<file path="src/multipart_boundary_scanner_core_defines.svh">
// Assertion macros for the multipart boundary scanner.
`ifndef MULTIPART_BOUNDARY_SCANNER_CORE_DEFINES_SVH
`define MULTIPART_BOUNDARY_SCANNER_CORE_DEFINES_SVH

`ifndef SYNTH
// Same-cycle implication, sampled on clk, off while in reset.
`define MBS_ASSERT_NOW(label, ante, cons) \
  label: assert property (@(posedge clk) disable iff (!rst_n) (ante) |-> (cons)) \
    else $error("mbs assertion failed");
// Next-cycle implication, sampled on clk, off while in reset.
`define MBS_ASSERT_NEXT(label, ante, cons) \
  label: assert property (@(posedge clk) disable iff (!rst_n) (ante) |=> (cons)) \
    else $error("mbs assertion failed");
`else
`define MBS_ASSERT_NOW(label, ante, cons)
`define MBS_ASSERT_NEXT(label, ante, cons)
`endif

`endif

</file>
<file path="src/mbs_pkg.sv">
// Constants and types shared by the multipart boundary scanner.
`default_nettype none

package mbs_pkg;

  localparam int MAX_BOUNDARY = 56;
  localparam int LEN_W        = 6;
  localparam int NUM_WORDS    = 7;
  localparam int WORD_W       = 64;
  localparam int IDX_W        = 3;

  localparam logic [7:0] CH_CR   = 8'h0D;
  localparam logic [7:0] CH_LF   = 8'h0A;
  localparam logic [7:0] CH_DASH = 8'h2D;

  localparam logic [IDX_W-1:0] REG_LENGTH = 3'd0;
  localparam logic [IDX_W-1:0] REG_TEXT_A = 3'd1;

  typedef enum logic [1:0] {
    EV_NONE     = 2'd0,
    EV_BOUNDARY = 2'd1,
    EV_LAST     = 2'd2,
    EV_ERROR    = 2'd3
  } event_t;

endpackage

`default_nettype wire

</file>
<file path="src/multipart_boundary_scanner_core.sv">
// Multipart body scanner: one byte per transfer, reports boundary delimiters.
// A byte's result is registered when the byte is accepted.
// Throughput: one byte per cycle; the next byte is taken while a result waits
// as long as the output register is being drained in the same cycle.
// Reset (synchronous, rst_n low): matcher at start, nothing held, boundary length 1,
// boundary text all zero, no result pending.
`default_nettype none
`include "multipart_boundary_scanner_core_defines.svh"

module multipart_boundary_scanner_core (
  input  wire logic                      clk,
  input  wire logic                      rst_n,
  input  wire logic                      in_valid,
  output logic                           in_ready,
  input  wire logic [7:0]                in_body_byte,
  output logic                           out_valid,
  input  wire logic                      out_ready,
  output mbs_pkg::event_t                out_event_res,
  output logic [mbs_pkg::LEN_W-1:0]      out_pending_count,
  input  wire logic                      cfg_we,
  input  wire logic [mbs_pkg::IDX_W-1:0] cfg_index,
  input  wire logic [mbs_pkg::WORD_W-1:0] cfg_data
);
  import mbs_pkg::*;

  typedef enum logic [2:0] {
    ST_START     = 3'd0,
    ST_CR        = 3'd1,
    ST_LF        = 3'd2,
    ST_DASH1     = 3'd3,
    ST_TEXT      = 3'd4,
    ST_TEXT_DONE = 3'd5,
    ST_END_CR    = 3'd6,
    ST_END_DASH1 = 3'd7
  } phase_t;

  // configuration
  logic [LEN_W-1:0]  len_r;
  logic [WORD_W-1:0] words_r [NUM_WORDS];

  // matcher state and result register
  phase_t            phase_r, phase_nxt;
  logic [LEN_W-1:0]  text_idx_r, text_idx_nxt;
  logic [LEN_W-1:0]  held_r, held_nxt;
  logic              out_valid_r;
  event_t            out_event_r, event_nxt;
  logic [LEN_W-1:0]  out_count_r, count_nxt;

  logic              accept;
  logic [LEN_W-1:0]  used_len;
  logic [WORD_W-1:0] sel_word;
  logic [7:0]        text_byte;
  logic              text_hit;
  logic [LEN_W-1:0]  text_idx_inc;
  logic              is_cr;

  assign in_ready          = !out_valid_r || out_ready;
  assign accept            = in_valid && in_ready;
  assign out_valid         = out_valid_r;
  assign out_event_res     = out_event_r;
  assign out_pending_count = out_count_r;

  always_ff @(posedge clk) begin
    if (!rst_n) begin
      len_r <= LEN_W'(1);
      for (int i = 0; i < NUM_WORDS; i++) begin
        words_r[i] <= '0;
      end
    end else if (cfg_we) begin
      unique case (cfg_index)
        REG_LENGTH: len_r <= cfg_data[LEN_W-1:0];
        default:    words_r[cfg_index - REG_TEXT_A] <= cfg_data;
      endcase
    end
  end

  // clamp length to 1..MAX_BOUNDARY
  always_comb begin
    if (len_r == '0) begin
      used_len = LEN_W'(1);
    end else if (len_r > LEN_W'(MAX_BOUNDARY)) begin
      used_len = LEN_W'(MAX_BOUNDARY);
    end else begin
      used_len = len_r;
    end
  end

  // pick the boundary byte at the current text position
  always_comb begin
    sel_word = '0;
    for (int w = 0; w < NUM_WORDS; w++) begin
      if (text_idx_r[LEN_W-1:3] == IDX_W'(w)) begin
        sel_word = words_r[w];
      end
    end
  end

  assign text_byte    = sel_word[{text_idx_r[2:0], 3'b000} +: 8];
  assign text_hit     = (text_idx_r < used_len) && (in_body_byte == text_byte);
  assign text_idx_inc = text_idx_r + LEN_W'(1);
  assign is_cr        = (in_body_byte == CH_CR);

  always_comb begin
    phase_nxt    = phase_r;
    text_idx_nxt = text_idx_r;
    held_nxt     = held_r;
    event_nxt    = EV_NONE;
    count_nxt    = '0;

    unique case (phase_r)
      ST_START: begin
        phase_nxt    = is_cr ? ST_CR : ST_START;
        text_idx_nxt = '0;
        held_nxt     = is_cr ? LEN_W'(1) : '0;
      end
      ST_CR, ST_LF, ST_DASH1: begin
        if ((phase_r == ST_CR && in_body_byte == CH_LF) ||
            (phase_r != ST_CR && in_body_byte == CH_DASH)) begin
          phase_nxt    = (phase_r == ST_CR) ? ST_LF :
                         (phase_r == ST_LF) ? ST_DASH1 : ST_TEXT;
          text_idx_nxt = '0;
          held_nxt     = held_r + LEN_W'(1);
        end else begin
          phase_nxt    = is_cr ? ST_CR : ST_START;
          text_idx_nxt = '0;
          held_nxt     = is_cr ? LEN_W'(1) : '0;
        end
      end
      ST_TEXT: begin
        if (text_hit) begin
          text_idx_nxt = text_idx_inc;
          held_nxt     = held_r + LEN_W'(1);
          if (text_idx_inc >= used_len) begin
            phase_nxt = ST_TEXT_DONE;
          end
        end else begin
          phase_nxt    = is_cr ? ST_CR : ST_START;
          text_idx_nxt = '0;
          held_nxt     = is_cr ? LEN_W'(1) : '0;
        end
      end
      ST_TEXT_DONE: begin
        if (is_cr) begin
          phase_nxt = ST_END_CR;
          held_nxt  = held_r + LEN_W'(1);
        end else if (in_body_byte == CH_DASH) begin
          phase_nxt = ST_END_DASH1;
          held_nxt  = held_r + LEN_W'(1);
        end else begin
          event_nxt    = EV_ERROR;
          phase_nxt    = ST_START;
          text_idx_nxt = '0;
          held_nxt     = '0;
        end
      end
      ST_END_CR, ST_END_DASH1: begin
        // closing byte decides the event; always drop back to start
        if (phase_r == ST_END_CR && in_body_byte == CH_LF) begin
          event_nxt = EV_BOUNDARY;
          count_nxt = held_r + LEN_W'(1);
        end else if (phase_r == ST_END_DASH1 && in_body_byte == CH_DASH) begin
          event_nxt = EV_LAST;
          count_nxt = held_r + LEN_W'(1);
        end else begin
          event_nxt = EV_ERROR;
        end
        phase_nxt    = ST_START;
        text_idx_nxt = '0;
        held_nxt     = '0;
      end
      default: begin
        phase_nxt    = ST_START;
        text_idx_nxt = '0;
        held_nxt     = '0;
      end
    endcase

    if (event_nxt == EV_NONE) begin
      count_nxt = held_nxt;
    end
  end

  always_ff @(posedge clk) begin
    if (!rst_n) begin
      phase_r     <= ST_START;
      text_idx_r  <= '0;
      held_r      <= '0;
      out_valid_r <= 1'b0;
    end else begin
      if (accept) begin
        phase_r     <= phase_nxt;
        text_idx_r  <= text_idx_nxt;
        held_r      <= held_nxt;
        out_valid_r <= 1'b1;
        out_event_r <= event_nxt;
        out_count_r <= count_nxt;
      end else if (out_ready) begin
        out_valid_r <= 1'b0;
      end
    end
  end

  `MBS_ASSERT_NOW(a_start_holds_nothing, phase_r == ST_START, held_r == '0)
  `MBS_ASSERT_NOW(a_text_held_tracks_index, phase_r == ST_TEXT,
                  held_r == text_idx_r + LEN_W'(4))
  `MBS_ASSERT_NEXT(a_event_restarts, accept,
                   out_event_r == EV_NONE || (phase_r == ST_START && held_r == '0))

endmodule

`default_nettype wire
</file>
<file path="config.mk">
export PLATFORM = sky130hd
export DESIGN_NAME = multipart_boundary_scanner_core
export DESIGN_NICKNAME = d
export VERILOG_FILES = /design/src/mbs_pkg.sv /design/src/multipart_boundary_scanner_core.sv
export VERILOG_INCLUDE_DIRS = /design/src /design/src/src
export SDC_FILE = /design/constraint.sdc
export NUM_CORES = 1
export LEC_CHECK = 0
export BUFFER_PORTS_ARGS = -buffer_cell sky130_fd_sc_hd__buf_2
export CORE_MARGIN = 1.5
export CORE_UTILIZATION = 23
export DETAILED_ROUTE_END_ITERATION = 8
export MAX_ROUTING_LAYER = met4
export PLACE_DENSITY = 0.35
export SYNTH_ARGS = -nofsm -noshare
export SYNTH_HDL_FRONTEND = slang
export SYNTH_SLANG_ARGS = --single-unit
</file>
<file path="constraint.sdc">
create_clock -name clk -period 18.8 [get_ports clk]
set_input_delay 1.88 -clock clk [delete_from_list [all_inputs] [get_ports clk]]
set_output_delay 1.88 -clock clk [all_outputs]
set_load 0.01 [all_outputs]
</file>
==> metrics.txt, run 1 <==
Leak Pwr 8.551 nW; number of remaining DRC errors 0; vias in the first global route 15795; worst slew pin tran 1311 ps; Ports 90; initial antenna violation count 5; CTS Buf Count 56; worst path bufs/invs 2; Adder-Cell Fraction of Synth Area 0.9035%; CTS root buf clkbuf_16; MaxCap Viol Count 0; post-layout util 26.94%; Post-CTS Setup Inserts 0; Yosys reg bits 478; Placer Congestion 0.7827; RSZ-0062 raised after global routing no; area after detailed placement 23900 µm²; slack of the critical path 13200 ps; switch share 23.83%; critical path capture point type flop; WP data required 19310 ps; worst-path fanout max 91; clk slew on worst S/H paths 60 ps; CP max stage cell o311ai_1; drt initial violations 1175; Initial Utilization 23.25%; final setup vio count 0; Max transition margin 11.21%; setup TNS 0 ps; cts hold-fix bufs 0; met2 wire length 37860 µm; met1 WL 39210 µm; Layout Cell Area excl Fill 25670 µm²; Post-Syn Nets 2047; NetSw 0.5808 mW; Logic pwr share 6.1%; Seq pwr share 50.6%; floorplan core area 95290 µm²; die area 98210 µm²; clk sink count 478; period utilisation layout 29.77%; top sig layer met4; total chip power 2.438 mW; EDFF count, synth 392; critical path class reg2reg; Peak VDD IR 0.07556 mV; final hold violation count 0; dpl hpwl 48220 µm; setup slack, reg-to-reg 13200 ps; Critical Path Source Type flop; drt wl/cell 25.08 µm; maximum clock rate 178.7 MHz; outcome complete, no violations; clk_lat worst skew 630 ps; mux contribution to synthesized area 7.753%; grt ovf 0; Synth Flop Type edfxtp_1; crit path DAT 6110 ps; Post-Synthesis Cells 1951; post-layout min period 5597 ps; TritonRoute pass-1 iters 6; H-tree depth 2; nets 2087; Yosys cell types 80; syn_area_per_cell 11.36 µm²; CTS tree yes; largest family of logic cells by synthesized area simple AND/OR/NAND/NOR gates; Die Height 313.4 µm; FFs w/ async S/R, synth 0%; P&R area growth vs syn 15.86%; Die W 313.4 µm; HP Class reg2reg; commonest non-fill, non-tap cell in the layout edfxtp_1; PortBufs 89; row count 113; worst path cell trace buf_12, nor2b_4, buf_4, a22oi_1, nor2_1, o311ai_1, o311ai_0, a2111oi_2, nand4_2, nor3_4, a21oi_1, o221a_1; register area share after synthesis 60.90%; Ys Warns 0; cell-internal power 1.857 mW; vias per inst 4.677; Max stage delay on crit path 1110 ps; final-report max-slew violation count 0; CTS resizes 0; met3 routed WL 3836 µm; Clk pwr share 43.3%; fraction of synthesized cell area in xor and xnor cells 0.5929%; largest net degree at the start of global routing 92; CTS Buffer Depth 3; CP delay by family, top compound AO/OA/AOI/OAI gates; Cell Pwr Density 94.95 nW/µm²; fillers 10030; fraction of the mapped netlist area in simple logic gates 14.16%; Compound-Gate Fraction of Synth Area 11.16%; All-Layer GR Usage 17.22%; WL final 82970 µm; first-pass GRT wire length 117900 µm; Netlist Area Pre-Place 22160 µm²; Clock Skews 27.34 ps; share of cells above drive strength 1 13.44%; total number of vias 15477; pre-CTS WS 12840 ps; most frequent cells in the layout edfxtp_1, nor2_1, nand2_1; Routed Antenna Nets 0
## area by class of cell
cell class,count,area [µm²],share of cell area (%)
sequential,478,13510,52.61
clock buffer,85,1602,6.238
inverter,84,315.3,1.228
tap,1265,1583,6.165
antenna,5,12.51,0.04874
multi-input combinational,1246,7765,30.25
timing repair buffer,125,730.7,2.846
clock inverter,21,158.9,0.6190
## worst reg2reg max path, delay by kind of cell, from the launching register on
| family | cells | cell delay, ps |
|---|---|---|
| buffers and inverters | 2 | 870 |
| AO/OA/AOI/OAI | 6 | 2560 |
| AND/OR/NAND/NOR | 4 | 1290 |
| flip-flops | 1 | 750 |
## state kept, by name, indices dropped and copies added, names as in the netlist
| signal | flops |
|---|---|
| out_pending_count | 6 |
| phase_r | 3 |
| out_valid | 1 |
| held_r | 6 |
| text_idx_r | 6 |
| words_r | 448 |
| len_r | 6 |
| out_event_res | 2 |
## cell usage after synthesis (11+ instances only)
master / n / area [µm²]
edfxtp_1: 392 / 11770
inv_1: 81 / 304.0
nor2b_1: 20 / 125.1
o211ai_1: 14 / 105.1
nor2_1: 366 / 1374
a221oi_1: 18 / 157.7
a21boi_0: 68 / 510.5
a221o_1: 18 / 180.2
a21oi_1: 38 / 190.2
nand3_1: 22 / 110.1
mux2_2: 17 / 191.4
buf_1: 30 / 112.6
mux2i_1: 85 / 850.8
nand2_1: 243 / 912.1
buf_4: 12 / 90.09
buf_2: 15 / 75.07
buf_6: 12 / 135.1
o22ai_1: 25 / 156.4
mux4_2: 26 / 585.6
ha_1: 16 / 200.2
a211oi_1: 12 / 90.09
nand2b_1: 14 / 87.58
o21ai_0: 46 / 230.2
nor3_1: 13 / 65.06
clkbuf_1: 74 / 277.8
dfxtp_1: 86 / 1722
a21boi_1: 11 / 82.58
## path summary, 6_finish.rpt
path / startpoint / end / depth (start not counted)
worst max-delay path: text_idx_r[4] / phase_r[0] / 12
worst max register to register: text_idx_r[4] / phase_r[0] / 12
worst min register to register: words_r[6][59] / words_r[6][59] / 2
worst min-delay path: words_r[6][59] / words_r[6][59] / 2
## layer usage
layer,track usage (%),vias to the layer above
li1,-,7095
met1,23.04,7879
met2,26.69,393
met3,2.936,110
met4,5.007,0
met5,-,-
## metrics by stage
step | instances | hold WS [ps]
2_1_floorplan | 1951 | 440.0
3_3_place_gp | 3198 | 455.5
3_5_place_dp | 3198 | 458.7
4_1_cts | 3304 | 468.3
5_1_grt | 3309 | 481.9
6_report | 3309 | 462.0
## power by group through the flow
stage | clock (mW) | combinational (mW) | sequential [mW]
2_1_floorplan | 0 | 0.0799 | 1.25
3_3_place_gp | 0 | 0.151 | 1.26
3_5_place_dp | 0 | 0.151 | 1.26
4_1_cts | 1.09 | 0.152 | 1.23
5_1_grt | 1.12 | 0.161 | 1.24
6_report | 1.06 | 0.148 | 1.23
## kinds of logic (layout without fill, tap and decap cells)
family,count (synthesis),after routing
and+or+nand+nor,741,741
xor gates and xnor gates,15,15
AOI/OAI and AO/OA,338,338
buffers and inverters,227,315
muxes,136,136
DFF,478,478
adders and majority gates,16,16
other,0,5
No activity file was read; power rests on OpenSTA's default activity.
==> inputs of run 2 (changes only) <==
Settings changed: ABC_AREA from default to 1, PLACE_DENSITY 0.35 to 0.36.
Clock period 18.8 ns to 4.7 ns, I/O delays scaled along.
==> metrics.txt, run 2 <==
outcome complete, no violations (unchanged); drt initial violations 1424 (was 1175); nets 2616 (was 2087); most frequent cells in the layout nand2_1, nor2_1, edfxtp_1 (was edfxtp_1, nor2_1, nand2_1); share of cells above drive strength 1 10.84% (was 13.44%); Netlist Area Pre-Place 22240 µm² (was 22160 µm²); Hold Slack 118.7 ps (was 462.0 ps); most frequent cell after synthesis nand2_1 (was edfxtp_1); clk slew on worst S/H paths 70 ps (was 60 ps); total number of vias 17383 (was 15477); Clock Skews 15.96 ps (was 27.34 ps); commonest cells in the synthesized netlist nand2_1, nor2_1, edfxtp_1 (was edfxtp_1, nor2_1, nand2_1); number of remaining DRC errors 0 (unchanged); maximum clock rate 271.7 MHz (was 178.7 MHz); Placer Congestion 0.8540 (was 0.7827); final hold violation count 0 (unchanged); floorplan core area 95440 µm² (was 95290 µm²); PortBufs 89 (unchanged); EDFF count, synth 392 (unchanged); setup slack, reg-to-reg 1020 ps (was 13200 ps); HP Class in2reg (was reg2reg); WP data required 5170 ps (was 19310 ps); worst-path fanout max 33 (was 91); clk sink count 478 (unchanged); critical path capture point type flop (unchanged); Ports 90 (unchanged); Critical Path Source Type flop (unchanged); Post-Synthesis Cells 2465 (was 1951); max FFs per register 448 (unchanged); initial antenna violation count 2 (was 5); post-layout min period 3681 ps (was 5597 ps); post-synth top area cell edfxtp_1 (unchanged); top post-synthesis cells by area edfxtp_1, nand2_1, nor2_1, dfxtp_1, inv_1 (was edfxtp_1, dfxtp_1, nor2_1, nand2_1, mux2i_1); Synth top area share 52.93% (was 53.13%); WL final 83970 µm (was 82970 µm); final-report max-slew violation count 0 (unchanged); MaxCap Viol Count 0 (unchanged); area of the multi-input gates 7196 µm² (was 7765 µm²); final setup vio count 0 (unchanged); Initial Utilization 23.31% (was 23.25%); area after detailed placement 24310 µm² (was 23900 µm²); setup TNS 0 ps (unchanged); Layout Cell Area excl Fill 26050 µm² (was 25670 µm²); dpl hpwl 49850 µm (was 48220 µm); H-tree depth 2 (unchanged); largest net degree at the start of global routing 107 (was 92); first-pass GRT wire length 120900 µm (was 117900 µm); P&R area growth vs syn 17.14% (was 15.86%); CTS root buf clkbuf_16 (unchanged); grt ovf 0 (unchanged); CTS Buffer Depth 3 (unchanged); register area 13500 µm² (was 13510 µm²); Post-CTS Setup Inserts 0 (unchanged); period utilisation layout 78.31% (was 29.77%); die area 98580 µm² (was 98210 µm²); Cell Pwr Density 375.6 nW/µm² (was 94.95 nW/µm²); Leak Pwr 9.983 nW (was 8.551 nW); CTS resizes 0 (unchanged); commonest non-fill, non-tap cell in the layout nand2_1 (was edfxtp_1); Peak VDD IR 0.2619 mV (was 0.07556 mV); TritonRoute pass-1 iters 9 (was 6); fillers 10353 (was 10030); register area share after synthesis 60.67% (was 60.90%); vias per inst 4.535 (was 4.677); CTS tree yes (unchanged); FFs w/ async S/R, synth 0% (unchanged); row count 113 (unchanged); RSZ-0062 raised after global routing no (unchanged); Die Height 314.0 µm (was 313.4 µm); All-Layer GR Usage 17.36% (was 17.22%); drt wl/cell 21.91 µm (was 25.08 µm); Largest Register words_r (unchanged); vias in the first global route 17230 (was 15795); CTS Buf Count 54 (was 56); Yosys cell types 42 (was 80); syn_area_per_cell 9.023 µm² (was 11.36 µm²); Max transition margin 36.53% (was 11.21%); Post-Syn Nets 2561 (was 2047); cts hold-fix bufs 0 (unchanged); worst slew pin tran 952.0 ps (was 1311 ps); Die W 314.0 µm (was 313.4 µm); crit path DAT 4150 ps (was 6110 ps); Synth Flop Type edfxtp_1 (unchanged); Yosys reg bits 478 (unchanged); Routed Antenna Nets 0 (unchanged); Ys Warns 0 (unchanged); critical path class reg2reg (unchanged); clk_lat worst skew 620 ps (was 630 ps)
## run 2: worst paths after layout
kind,depth (start not counted),start,endpoint
worst max-delay path,20,text_idx_r[4],out_pending_count[5]
worst min-delay path,3,cfg_data[14],words_r[6][14]
worst max register to register,20,text_idx_r[4],out_pending_count[5]
worst min register to register,2,held_r[5],held_r[5]
## run 2: per-layer routing
metal  GRT usage (%)  up-vias  routed length [µm]
met3           2.325      106                3745
li1                -     8194                   -
met2           27.84      419               39200
met4           4.106        0                1762
met5               -        -                   0
met1           23.18     8664               39260
## run 2: cells by family (layout without fill, tap and decap cells)
group | Yosys count | in the layout | synth area share [%]
other | 0 | 3 | 0
AOI/OAI and AO/OA | 220 | 220 | 5.215
adders and majority gates | 16 | 16 | 0.9001
DFF | 478 | 478 | 60.67
buffers and inverters | 416 | 516 | 7.431
and+or+nand+nor | 1327 | 1327 | 25.47
xor gates and xnor gates | 8 | 8 | 0.3150
## run 2: worst max-delay path, cell delays in order, from the launching register on
cell and delay, ps:
dfxtp_1 380, inv_4 70, buf_4 340, nor3_2 420
buf_4 410, nand2_1 100, nand4_1 130, nand2_1 60
nand3_1 150, nand3_1 220, nand3_1 190, nand2_1 70
nand2_1 70, nand2_1 60, nor2_1 80, nand2_1 70
nor2_2 200, nand3_4 160, nand2_4 130, nor2_1 80
nor2_1 120
## run 2: layout make-up
| type | count | share of cell area, % |
|---|---|---|
| Inverter | 273 | 3.943 |
| Multi-Input combinational cell | 1571 | 27.62 |
| Sequential cell | 478 | 51.80 |
| Timing Repair Buffer | 142 | 3.861 |
| Tap cell | 1265 | 6.075 |
| Clock buffer | 81 | 6.003 |
| Antenna cell | 3 | 0.02881 |
| Clock inverter | 20 | 0.6723 |
## run 2: power breakdown
part / leakage [nW] / switching (mW) / internal, mW
combinational: 4.69 / 0.435 / 0.136
clock: 0.848 / 1.83 / 2.45
sequential: 4.45 / 0.0751 / 4.86
## run 2: through the flow
stage / cells / setup WS [ps] / power [mW] / utilization, %
floorplan: 2465 / 1072 / 5.307 / -
global placement: 3729 / 952.5 / 5.604 / 25.47
detailed placement: 3729 / 1047 / 5.610 / 25.47
CTS: 3830 / 1027 / 9.921 / 27.29
global route: 3831 / 783.0 / 10.13 / 27.29
finish: 3833 / 1019 / 9.785 / 27.30
